`config.mk`:
```
export PLATFORM = sky130hd
export DESIGN_NAME = status_led_blink_code_generator_top_flat
export DESIGN_NICKNAME = d
export VERILOG_FILES = /design/src/slbc_pkg.sv /design/src/slbc_if.sv /design/src/slbc_cfg_regs.sv /design/src/slbc_engine.sv /design/src/status_led_blink_code_generator_top.sv /design/src/flat_wrapper.sv
export VERILOG_INCLUDE_DIRS = /design/src /design/src/src
export SDC_FILE = /design/constraint.sdc
export NUM_CORES = 1
export LEC_CHECK = 0
export BUFFER_PORTS_ARGS = -buffer_cell sky130_fd_sc_hd__buf_2
export CAP_MARGIN = 40
export CORE_AREA = 2 2 151 153
export DETAILED_ROUTE_END_ITERATION = 10
export DIE_AREA = 0 0 153 155
export REMOVE_ABC_BUFFERS = 1
export SLEW_MARGIN = 20
export SYNTH_ARGS = -nofsm -noshare
export SYNTH_HDL_FRONTEND = slang
export SYNTH_HIERARCHICAL = 1
export SYNTH_SLANG_ARGS = --single-unit
export TNS_END_PERCENT = 20
```
`constraint.sdc`:
```
create_clock -name clk_i -period 6.1 [get_ports clk_i]
set_clock_uncertainty 0.2 [all_clocks]
set_input_delay 0.915 -clock clk_i [delete_from_list [all_inputs] [get_ports clk_i]]
set_output_delay 0.915 -clock clk_i [all_outputs]
set_load 0.01 [all_outputs]
```
`src/assert_macros.svh`:
```
// assertion macros for the rtl files, included by slbc_engine
`ifndef ASSERT_MACROS_SVH
`define ASSERT_MACROS_SVH

`ifndef ASSERT_OFF

`define ASSERT_PROP(label, clk, rst_n, prop) \
  label: assert property (@(posedge clk) disable iff (!(rst_n)) (prop)) \
    else $error("assertion failed");

`define ASSERT_NEVER(label, clk, rst_n, expr) \
  label: assert property (@(posedge clk) disable iff (!(rst_n)) !(expr)) \
    else $error("forbidden condition seen");

`else

`define ASSERT_PROP(label, clk, rst_n, prop)

`define ASSERT_NEVER(label, clk, rst_n, expr)

`endif

`endif

```
`src/slbc_pkg.sv`:
```
// types and constants of the status led blink code generator
package slbc_pkg;

  localparam int unsigned TimeBits   = 32;
  localparam int unsigned DelayBits  = 16;
  localparam int unsigned CountBits  = 4;
  localparam int unsigned CfgIdxBits = 3;

  typedef logic [TimeBits-1:0]   time_t;
  typedef logic [DelayBits-1:0]  delay_t;
  typedef logic [CountBits-1:0]  count_t;
  typedef logic [CfgIdxBits-1:0] cfg_addr_t;

  localparam time_t  FaultPeriodMs = TimeBits'(100);
  localparam count_t CountMax      = '1;

  localparam delay_t ShortDelayRst      = DelayBits'(200);
  localparam delay_t LongDelayRst       = DelayBits'(1000);
  localparam count_t ReadyBlinksRst     = CountBits'(5);
  localparam count_t ConfiguredBlinksRst = CountBits'(1);
  localparam count_t ArmedBlinksRst     = CountBits'(2);
  localparam count_t FlightBlinksRst    = CountBits'(3);

  typedef enum logic [2:0] {
    ModeInit       = 3'd0,
    ModeConfigured = 3'd1,
    ModeArmed      = 3'd2,
    ModeTakeoff    = 3'd3,
    ModeFlying     = 3'd4,
    ModeFault      = 3'd5
  } mode_e;

  typedef enum logic [CfgIdxBits-1:0] {
    CfgShortDelay       = 3'd0,
    CfgLongDelay        = 3'd1,
    CfgReadyBlinks      = 3'd2,
    CfgConfiguredBlinks = 3'd3,
    CfgArmedBlinks      = 3'd4,
    CfgFlightBlinks     = 3'd5
  } cfg_idx_e;

  typedef struct packed {
    delay_t short_delay_ms;
    delay_t long_delay_ms;
    count_t ready_blinks;
    count_t configured_blinks;
    count_t armed_blinks;
    count_t flight_blinks;
  } cfg_t;

  typedef struct packed {
    time_t current_time_ms;
    mode_e system_mode;
    logic  commands_ready;
  } poll_t;

  typedef struct packed {
    logic led_on;
    logic led_changed;
  } led_t;

endpackage

```
`src/slbc_if.sv`:
```
// request channels: poll in, led level out
interface slbc_poll_if;
  logic                  valid;
  logic                  ready;
  slbc_pkg::time_t       current_time_ms;
  logic [2:0]            system_mode;
  logic                  commands_ready;

  modport source (output valid, current_time_ms, system_mode, commands_ready, input ready);
  modport sink (input valid, current_time_ms, system_mode, commands_ready, output ready);
endinterface

interface slbc_led_if;
  logic valid;
  logic ready;
  logic led_on;
  logic led_changed;

  modport source (output valid, led_on, led_changed, input ready);
  modport sink (input valid, led_on, led_changed, output ready);
endinterface

```
`src/slbc_cfg_regs.sv`:
```
// configuration register file
module slbc_cfg_regs (
  input  logic                clk_i,
  input  logic                rst_ni,
  input  logic                cfg_we_i,
  input  slbc_pkg::cfg_addr_t cfg_idx_i,
  input  slbc_pkg::delay_t    cfg_wdata_i,
  output slbc_pkg::cfg_t      cfg_o
);

  slbc_pkg::cfg_t cfg_q, cfg_d;

  always_comb begin
    cfg_d = cfg_q;
    if (cfg_we_i) begin
      case (slbc_pkg::cfg_idx_e'(cfg_idx_i))
        slbc_pkg::CfgShortDelay:       cfg_d.short_delay_ms = cfg_wdata_i;
        slbc_pkg::CfgLongDelay:        cfg_d.long_delay_ms = cfg_wdata_i;
        slbc_pkg::CfgReadyBlinks:
          cfg_d.ready_blinks = cfg_wdata_i[slbc_pkg::CountBits-1:0];
        slbc_pkg::CfgConfiguredBlinks:
          cfg_d.configured_blinks = cfg_wdata_i[slbc_pkg::CountBits-1:0];
        slbc_pkg::CfgArmedBlinks:
          cfg_d.armed_blinks = cfg_wdata_i[slbc_pkg::CountBits-1:0];
        slbc_pkg::CfgFlightBlinks:
          cfg_d.flight_blinks = cfg_wdata_i[slbc_pkg::CountBits-1:0];
        default: ;
      endcase
    end
  end

  always_ff @(posedge clk_i or negedge rst_ni) begin
    if (!rst_ni) begin
      cfg_q.short_delay_ms    <= slbc_pkg::ShortDelayRst;
      cfg_q.long_delay_ms     <= slbc_pkg::LongDelayRst;
      cfg_q.ready_blinks      <= slbc_pkg::ReadyBlinksRst;
      cfg_q.configured_blinks <= slbc_pkg::ConfiguredBlinksRst;
      cfg_q.armed_blinks      <= slbc_pkg::ArmedBlinksRst;
      cfg_q.flight_blinks     <= slbc_pkg::FlightBlinksRst;
    end else begin
      cfg_q <= cfg_d;
    end
  end

  assign cfg_o = cfg_q;

endmodule

```
`src/slbc_engine.sv`:
```
// pattern state and per-poll led update
`include "assert_macros.svh"

module slbc_engine (
  input  logic             clk_i,
  input  logic             rst_ni,
  input  logic             step_i,
  input  slbc_pkg::poll_t  poll_i,
  input  slbc_pkg::cfg_t   cfg_i,
  output slbc_pkg::led_t   led_o
);

  logic                  shown_valid_q;
  slbc_pkg::mode_e       shown_mode_q;
  logic                  shown_ready_q;
  slbc_pkg::time_t       mark_q, mark_d;
  slbc_pkg::count_t      idx_q, idx_d;
  logic                  led_q, led_d;

  logic                  restart;
  slbc_pkg::time_t       now;
  slbc_pkg::time_t       mark_base;
  slbc_pkg::count_t      idx_base;
  logic                  led_base;
  slbc_pkg::time_t       elapsed;
  slbc_pkg::time_t       short_ext;
  slbc_pkg::time_t       long_ext;
  logic                  code_run;
  slbc_pkg::count_t      count_sel;
  logic                  group_done;

  assign now       = poll_i.current_time_ms;
  assign short_ext = slbc_pkg::TimeBits'(cfg_i.short_delay_ms);
  assign long_ext  = slbc_pkg::TimeBits'(cfg_i.long_delay_ms);

  assign restart = !shown_valid_q || (poll_i.system_mode != shown_mode_q)
                   || (poll_i.commands_ready != shown_ready_q);

  assign mark_base = restart ? now : mark_q;
  assign idx_base  = restart ? '0 : idx_q;
  assign led_base  = restart ? (poll_i.system_mode == slbc_pkg::ModeInit) : led_q;
  assign elapsed   = now - mark_base;

  always_comb begin
    mark_d    = mark_base;
    idx_d     = idx_base;
    led_d     = led_base;
    code_run  = 1'b0;
    count_sel = cfg_i.flight_blinks;
    case (poll_i.system_mode)
      slbc_pkg::ModeInit: begin
        if (poll_i.commands_ready) begin
          code_run  = 1'b1;
          count_sel = cfg_i.ready_blinks;
        end else if (elapsed >= long_ext) begin
          led_d  = !led_base;
          mark_d = now;
        end
      end
      slbc_pkg::ModeConfigured: begin
        code_run  = 1'b1;
        count_sel = cfg_i.configured_blinks;
      end
      slbc_pkg::ModeArmed: begin
        code_run  = 1'b1;
        count_sel = cfg_i.armed_blinks;
      end
      slbc_pkg::ModeTakeoff, slbc_pkg::ModeFlying: begin
        code_run  = 1'b1;
        count_sel = cfg_i.flight_blinks;
      end
      slbc_pkg::ModeFault: begin
        if (elapsed >= slbc_pkg::FaultPeriodMs) begin
          led_d  = !led_base;
          mark_d = now;
        end
      end
      default: ;
    endcase

    group_done = (idx_base >= count_sel);

    if (code_run) begin
      if (led_base) begin
        if (elapsed >= short_ext) begin
          led_d  = 1'b0;
          mark_d = now;
          if (idx_base != slbc_pkg::CountMax) begin
            idx_d = idx_base + 1'b1;
          end
        end
      end else if (elapsed >= (group_done ? long_ext : short_ext)) begin
        if (group_done) begin
          idx_d = '0;
        end
        led_d  = 1'b1;
        mark_d = now;
      end
    end
  end

  always_ff @(posedge clk_i or negedge rst_ni) begin
    if (!rst_ni) begin
      shown_valid_q <= 1'b0;
      shown_mode_q  <= slbc_pkg::ModeInit;
      shown_ready_q <= 1'b0;
      mark_q        <= '0;
      idx_q         <= '0;
      led_q         <= 1'b0;
    end else if (step_i) begin
      shown_valid_q <= 1'b1;
      shown_mode_q  <= poll_i.system_mode;
      shown_ready_q <= poll_i.commands_ready;
      mark_q        <= mark_d;
      idx_q         <= idx_d;
      led_q         <= led_d;
    end
  end

  assign led_o.led_on      = led_d;
  assign led_o.led_changed = led_d != led_q;

  `ASSERT_PROP(a_hold_when_idle, clk_i, rst_ni,
               !step_i |=> $stable(led_q) && $stable(mark_q) && $stable(idx_q))
  `ASSERT_PROP(a_change_flag, clk_i, rst_ni,
               step_i |=> (led_q != $past(led_q)) == $past(led_o.led_changed))
  `ASSERT_NEVER(a_fault_early_toggle, clk_i, rst_ni,
                step_i && !restart && (poll_i.system_mode == slbc_pkg::ModeFault)
                && (elapsed < slbc_pkg::FaultPeriodMs) && led_o.led_changed)

endmodule

```
`src/status_led_blink_code_generator_top.sv`:
```
// status led blink code generator, top level
//
//   channel  dir  payload                                          handshake
//   poll_i   in   current_time_ms, system_mode, commands_ready     valid/ready
//   led_o    out  led_on, led_changed                              valid/ready
//   cfg      in   cfg_idx_i, cfg_wdata_i                           cfg_we_i
//
// one poll per cycle while led_o is not stalled; a result is offered on led_o once its request
// has passed the input register and then the result register, the update logic sits between them
// reset clears the pattern state and loads the default configuration
// a stalled result register holds the input register, which then stalls the poll side
module status_led_blink_code_generator_top (
  input  logic                clk_i,
  input  logic                rst_ni,
  slbc_poll_if.sink           poll_i,
  slbc_led_if.source          led_o,
  input  logic                cfg_we_i,
  input  slbc_pkg::cfg_addr_t cfg_idx_i,
  input  slbc_pkg::delay_t    cfg_wdata_i
);

  slbc_pkg::cfg_t  cfg;
  slbc_pkg::poll_t s1_q;
  logic            s1_valid_q;
  logic            s1_fire;
  slbc_pkg::led_t  res;
  slbc_pkg::led_t  out_q;
  logic            out_valid_q;

  assign s1_fire      = s1_valid_q && (!out_valid_q || led_o.ready);
  assign poll_i.ready = !s1_valid_q || s1_fire;

  always_ff @(posedge clk_i or negedge rst_ni) begin
    if (!rst_ni) begin
      s1_valid_q <= 1'b0;
    end else if (poll_i.ready) begin
      s1_valid_q <= poll_i.valid;
    end
  end

  always_ff @(posedge clk_i) begin
    if (poll_i.ready && poll_i.valid) begin
      s1_q.current_time_ms <= poll_i.current_time_ms;
      s1_q.system_mode     <= slbc_pkg::mode_e'(poll_i.system_mode);
      s1_q.commands_ready  <= poll_i.commands_ready;
    end
  end

  slbc_cfg_regs u_cfg_regs (
    .clk_i       (clk_i),
    .rst_ni      (rst_ni),
    .cfg_we_i    (cfg_we_i),
    .cfg_idx_i   (cfg_idx_i),
    .cfg_wdata_i (cfg_wdata_i),
    .cfg_o       (cfg)
  );

  slbc_engine u_engine (
    .clk_i  (clk_i),
    .rst_ni (rst_ni),
    .step_i (s1_fire),
    .poll_i (s1_q),
    .cfg_i  (cfg),
    .led_o  (res)
  );

  always_ff @(posedge clk_i or negedge rst_ni) begin
    if (!rst_ni) begin
      out_valid_q <= 1'b0;
    end else if (s1_fire) begin
      out_valid_q <= 1'b1;
    end else if (led_o.ready) begin
      out_valid_q <= 1'b0;
    end
  end

  always_ff @(posedge clk_i) begin
    if (s1_fire) begin
      out_q <= res;
    end
  end

  assign led_o.valid       = out_valid_q;
  assign led_o.led_on      = out_q.led_on;
  assign led_o.led_changed = out_q.led_changed;

endmodule

```
`src/flat_wrapper.sv`:
```
// flat-port wrapper written by rule: the top's interface ports become plain ports
module status_led_blink_code_generator_top_flat 
  (clk_i, rst_ni, cfg_we_i, cfg_idx_i, cfg_wdata_i, poll_i_valid, poll_i_current_time_ms, poll_i_system_mode, poll_i_commands_ready, poll_i_ready, led_o_valid, led_o_led_on, led_o_led_changed, led_o_ready);
  slbc_poll_if poll_i_i ();
  slbc_led_if led_o_i ();
  input  logic clk_i;
  input  logic rst_ni;
  input  logic cfg_we_i;
  input  slbc_pkg::cfg_addr_t cfg_idx_i;
  input  slbc_pkg::delay_t cfg_wdata_i;
  input wire logic [$bits(poll_i_i.valid)-1:0] poll_i_valid;
  input wire logic [$bits(poll_i_i.current_time_ms)-1:0] poll_i_current_time_ms;
  input wire logic [$bits(poll_i_i.system_mode)-1:0] poll_i_system_mode;
  input wire logic [$bits(poll_i_i.commands_ready)-1:0] poll_i_commands_ready;
  output wire logic [$bits(poll_i_i.ready)-1:0] poll_i_ready;
  output wire logic [$bits(led_o_i.valid)-1:0] led_o_valid;
  output wire logic [$bits(led_o_i.led_on)-1:0] led_o_led_on;
  output wire logic [$bits(led_o_i.led_changed)-1:0] led_o_led_changed;
  input wire logic [$bits(led_o_i.ready)-1:0] led_o_ready;
  assign poll_i_i.valid = poll_i_valid;
  assign poll_i_i.current_time_ms = poll_i_current_time_ms;
  assign poll_i_i.system_mode = poll_i_system_mode;
  assign poll_i_i.commands_ready = poll_i_commands_ready;
  assign poll_i_ready = poll_i_i.ready;
  assign led_o_valid = led_o_i.valid;
  assign led_o_led_on = led_o_i.led_on;
  assign led_o_led_changed = led_o_i.led_changed;
  assign led_o_i.ready = led_o_ready;
  status_led_blink_code_generator_top u_core (.clk_i(clk_i), .rst_ni(rst_ni), .poll_i(poll_i_i), .led_o(led_o_i), .cfg_we_i(cfg_we_i), .cfg_idx_i(cfg_idx_i), .cfg_wdata_i(cfg_wdata_i));
endmodule
```
==> impl_metrics.toml <==
[sta]
setup_slack_ps = 300.9
setup_viol = 0
slew_violations = 0
maxSlewHeadroom_pct = 53.59
worst_pin_slew_ps = 696.2
fin_crit_ps = 5799
max_freq_mhz = 172.4
final-hold-violation-count = 0
timing.final.crit_share_pct = 95.07

[drt]
wl_met2_um = 11390
vias_per_cell = 5.728
dr_wl_met3_um = 946
via_count = 7704
firstDrtPassIters = 6
wl_um = 23970
drc = 0
drtIter0Drc = 439
wl_per_cell_um = 17.82
highest_layer = "met4"
wl_met1_um = 11310
ant_nets = 0

[floorplan]
io_pins = 64
initial_core_util_pct = 44.23
fp.dieH_um = 155
core_um2 = 22230
fp.dieW_um = 153
core.rowCount = 55
die-area_um2 = 23720

[setup_path]
crit_arrival_ps = 5900
cp-startpoint = "u_core/s1_q[1]$_DFFE_PP_"
worstPathRequired_ps = 6200
r2r-end = "u_core/u_engine/mark_q[18]$_DFFE_PN0P_"
critPathKind = "reg2reg"
r2r_cells = 25
regToRegSetupSlack_ps = 300
endpoint = "u_core/u_engine/mark_q[18]$_DFFE_PN0P_"
cp-end-kind = "register"
start_kind = "register"
critPathMaxFanout = 16
r2r-start = "u_core/s1_q[1]$_DFFE_PP_"

[global_route]
grt_pass1_vias = 7531
grt_use_total_pct = 20.59
grt_pass1_wl_um = 39500
grt_max_degree = 62
grt_overflow = 0
antenna_found_initial = 0

[flow_run]
maxCapViolCount = 0

[power]
power.leakage_nw = 4.864
powerDensity_nw_per_um2 = 332.8
max-vdd-ir-drop_mv = 0.1604
power_mw = 3.701

[synth]
synth_seq_cells = 130
ys_seq_area_share_pct = 35.21
synthDistinctLibCells = 86
syn_avg_cell_area_um2 = 10.02
synth_ff_type = "dfrtp_1"
synth_warnings = 6
ys_async_sr_fraction_pct = 70.77
synth-edff-count = 38
syn-cell-area_um2 = 9832
synthCells = 981

[worst_hold_path]
min_path_type = "in2async"

[place]
placed_area_um2 = 10490
dpl.hpwl_um = 18120
dp_slack_ps = 262.4
place.gp.congestion = 0.9100
numPortBuffers = 63

[clock_tree]
cts_buffers = 17
clockRootBuffer = "clkbuf_16"
htree_levels = 4
cts.sink_count = 130
cts_hold_buf = 0
clk_pin_slew_ps = 70
cts.path.max_buffers = 2
clock_latency_ps = 430
cts_tree = "yes"

[finish]
final_cell_mix = "dfrtp_1 (77), a21oi_1 (77), ha_1 (74), buf_2 (62), nand2_1 (56)"
syn_to_final_growth_pct = 13.12
fillCellCount = 2092
nets = 1181
antennaDiodeCount = 0
stdcell_area_um2 = 11120
drive_gt1_share_pct = 23.30
finish.utilization_pct = 50.04

[outcome]
outcome = "completed"
==> worst max-delay path, cell delays in order (launching register included) <==
cell and delay [ps]:
edfxtp_1 420, buf_4 200, or2_2 350, o21ai_0 170, nand2_1 70, o21ai_0 80, ha_1 250, nand2b_1 150
a21o_1 180, a21o_1 180, a21oi_2 190, mux2_2 350, ha_1 260, nand2b_1 140, a21o_1 170, a21o_1 180
a21o_1 170, a21o_1 170, a31oi_1 170, o21ai_0 140, a31oi_1 220, mux2i_1 100, a221o_1 340, a21oi_4 260
clkbuf_16 270, mux2_4 310
==> report_power, final <==
group          leakage, nW  switching [mW]  internal, mW  total (mW)
clock network        0.269           0.459         0.539       0.998
registers             1.43           0.117          1.06        1.18
logic                 3.16           0.832         0.691        1.52
total                 4.86            1.41          2.29        3.70
==> metal layers <==
metal	global-route usage [%]	vias to the layer above
met5	0	-
met4	6.173	0
met3	3.343	24
met2	33.85	170
met1	28.11	3732
li1	-	3778
==> stage by stage <==
step | instances | setup TNS, ps | hold slack, ps
floorplan | 937 | -82110 | 254.0
global placement | 1308 | 0 | 287.8
global route | 1345 | -56.97 | 241.8
CTS | 1342 | 0 | 217.6
finish | 1345 | 0 | 215.3
detailed placement | 1310 | 0 | 288.3
==> cells by family (layout without fill, tap and decap cells) <==
group                    after synthesis  after routing  share of synthesized area (%)
XOR/XNOR                              30             30                          2.825
adder cells (fa/ha/maj)               90             90                          11.10
multiplexers                         112            112                          13.37
flip-flops                           130            130                          35.21
AND/OR/NAND/NOR                      268            268                          15.14
AO/OA/AOI/OAI                        252            252                          17.61
buffers and inverters                 99            178                          4.734
==> worst min path at each step <==
stage                                                         start  slack, ps                                        end  cells past startpoint
after global routing                                         rst_ni        240    u_core/u_cfg_regs/cfg_o[40]$_DFFE_PN0P_                      1
after global placement    u_core/u_engine/shown_valid_q$_DFFE_PN0P_        290  u_core/u_engine/shown_valid_q$_DFFE_PN0P_                      1
final                                                        rst_ni        220    u_core/u_cfg_regs/cfg_o[40]$_DFFE_PN0P_                      1
after floorplan           u_core/u_engine/shown_valid_q$_DFFE_PN0P_        250  u_core/u_engine/shown_valid_q$_DFFE_PN0P_                      1
after CTS                                                    rst_ni        220    u_core/u_cfg_regs/cfg_o[40]$_DFFE_PN0P_                      1
after detailed placement  u_core/u_engine/shown_valid_q$_DFFE_PN0P_        290  u_core/u_engine/shown_valid_q$_DFFE_PN0P_                      1
==> repair_timing <==
| action | CTS | global route |
|---|---|---|
| gates resized for setup | 0 | 2 |
| buffers inserted | 0 | 1 |
| setup endpoints to repair | 0 | 28 |
==> registers in the layout, summed over array words and instances, names as in the netlist <==
register and count:
u_core/u_engine/shown_valid_q 1, u_core/s1_valid_q 1, u_core/u_engine/mark_q 32, u_core/led_o.led_on 1, u_core/u_cfg_regs/cfg_o 48, u_core/led_o.led_changed 1, u_core/u_engine/idx_q 4, u_core/led_o.valid 1
u_core/u_engine/led_q 1, u_core/s1_q 36, u_core/u_engine/shown_ready_q 1, u_core/u_engine/shown_mode_q 3
==> area by class of cell <==
| type | instances | area [um2] | area share (%) |
|---|---|---|---|
| Clock buffer | 17 | 425.4 | 3.825 |
| Clock inverter | 15 | 140.1 | 1.260 |
| Inverter | 55 | 206.4 | 1.856 |
| Multi-Input combinational cell | 752 | 5929 | 53.31 |
| Sequential cell | 130 | 3462 | 31.13 |
| Tap cell | 285 | 356.6 | 3.206 |
| Timing Repair Buffer | 91 | 601.8 | 5.411 |
==> cell usage after synthesis (all sizes together) (18+ instances only) <==
cell / count / share of area (%)
nand2: 56 / 2.1
dfrtp: 77 / 20
nand4: 18 / 1.1
edfxtp: 38 / 12
mux2: 80 / 10
nor3: 18 / 0.92
clkbuf: 26 / 0.99
nand2b: 20 / 1.3
inv: 55 / 2.1
ha: 74 / 9.4
buf: 18 / 1.6
a21o: 29 / 2.2
nor2b: 27 / 1.7
a21oi: 79 / 4.1
xnor2: 21 / 1.9
o21ai: 32 / 1.6
nor2: 47 / 1.8
mux2i: 32 / 3.3
No activity file was read; power rests on OpenSTA's default activity.
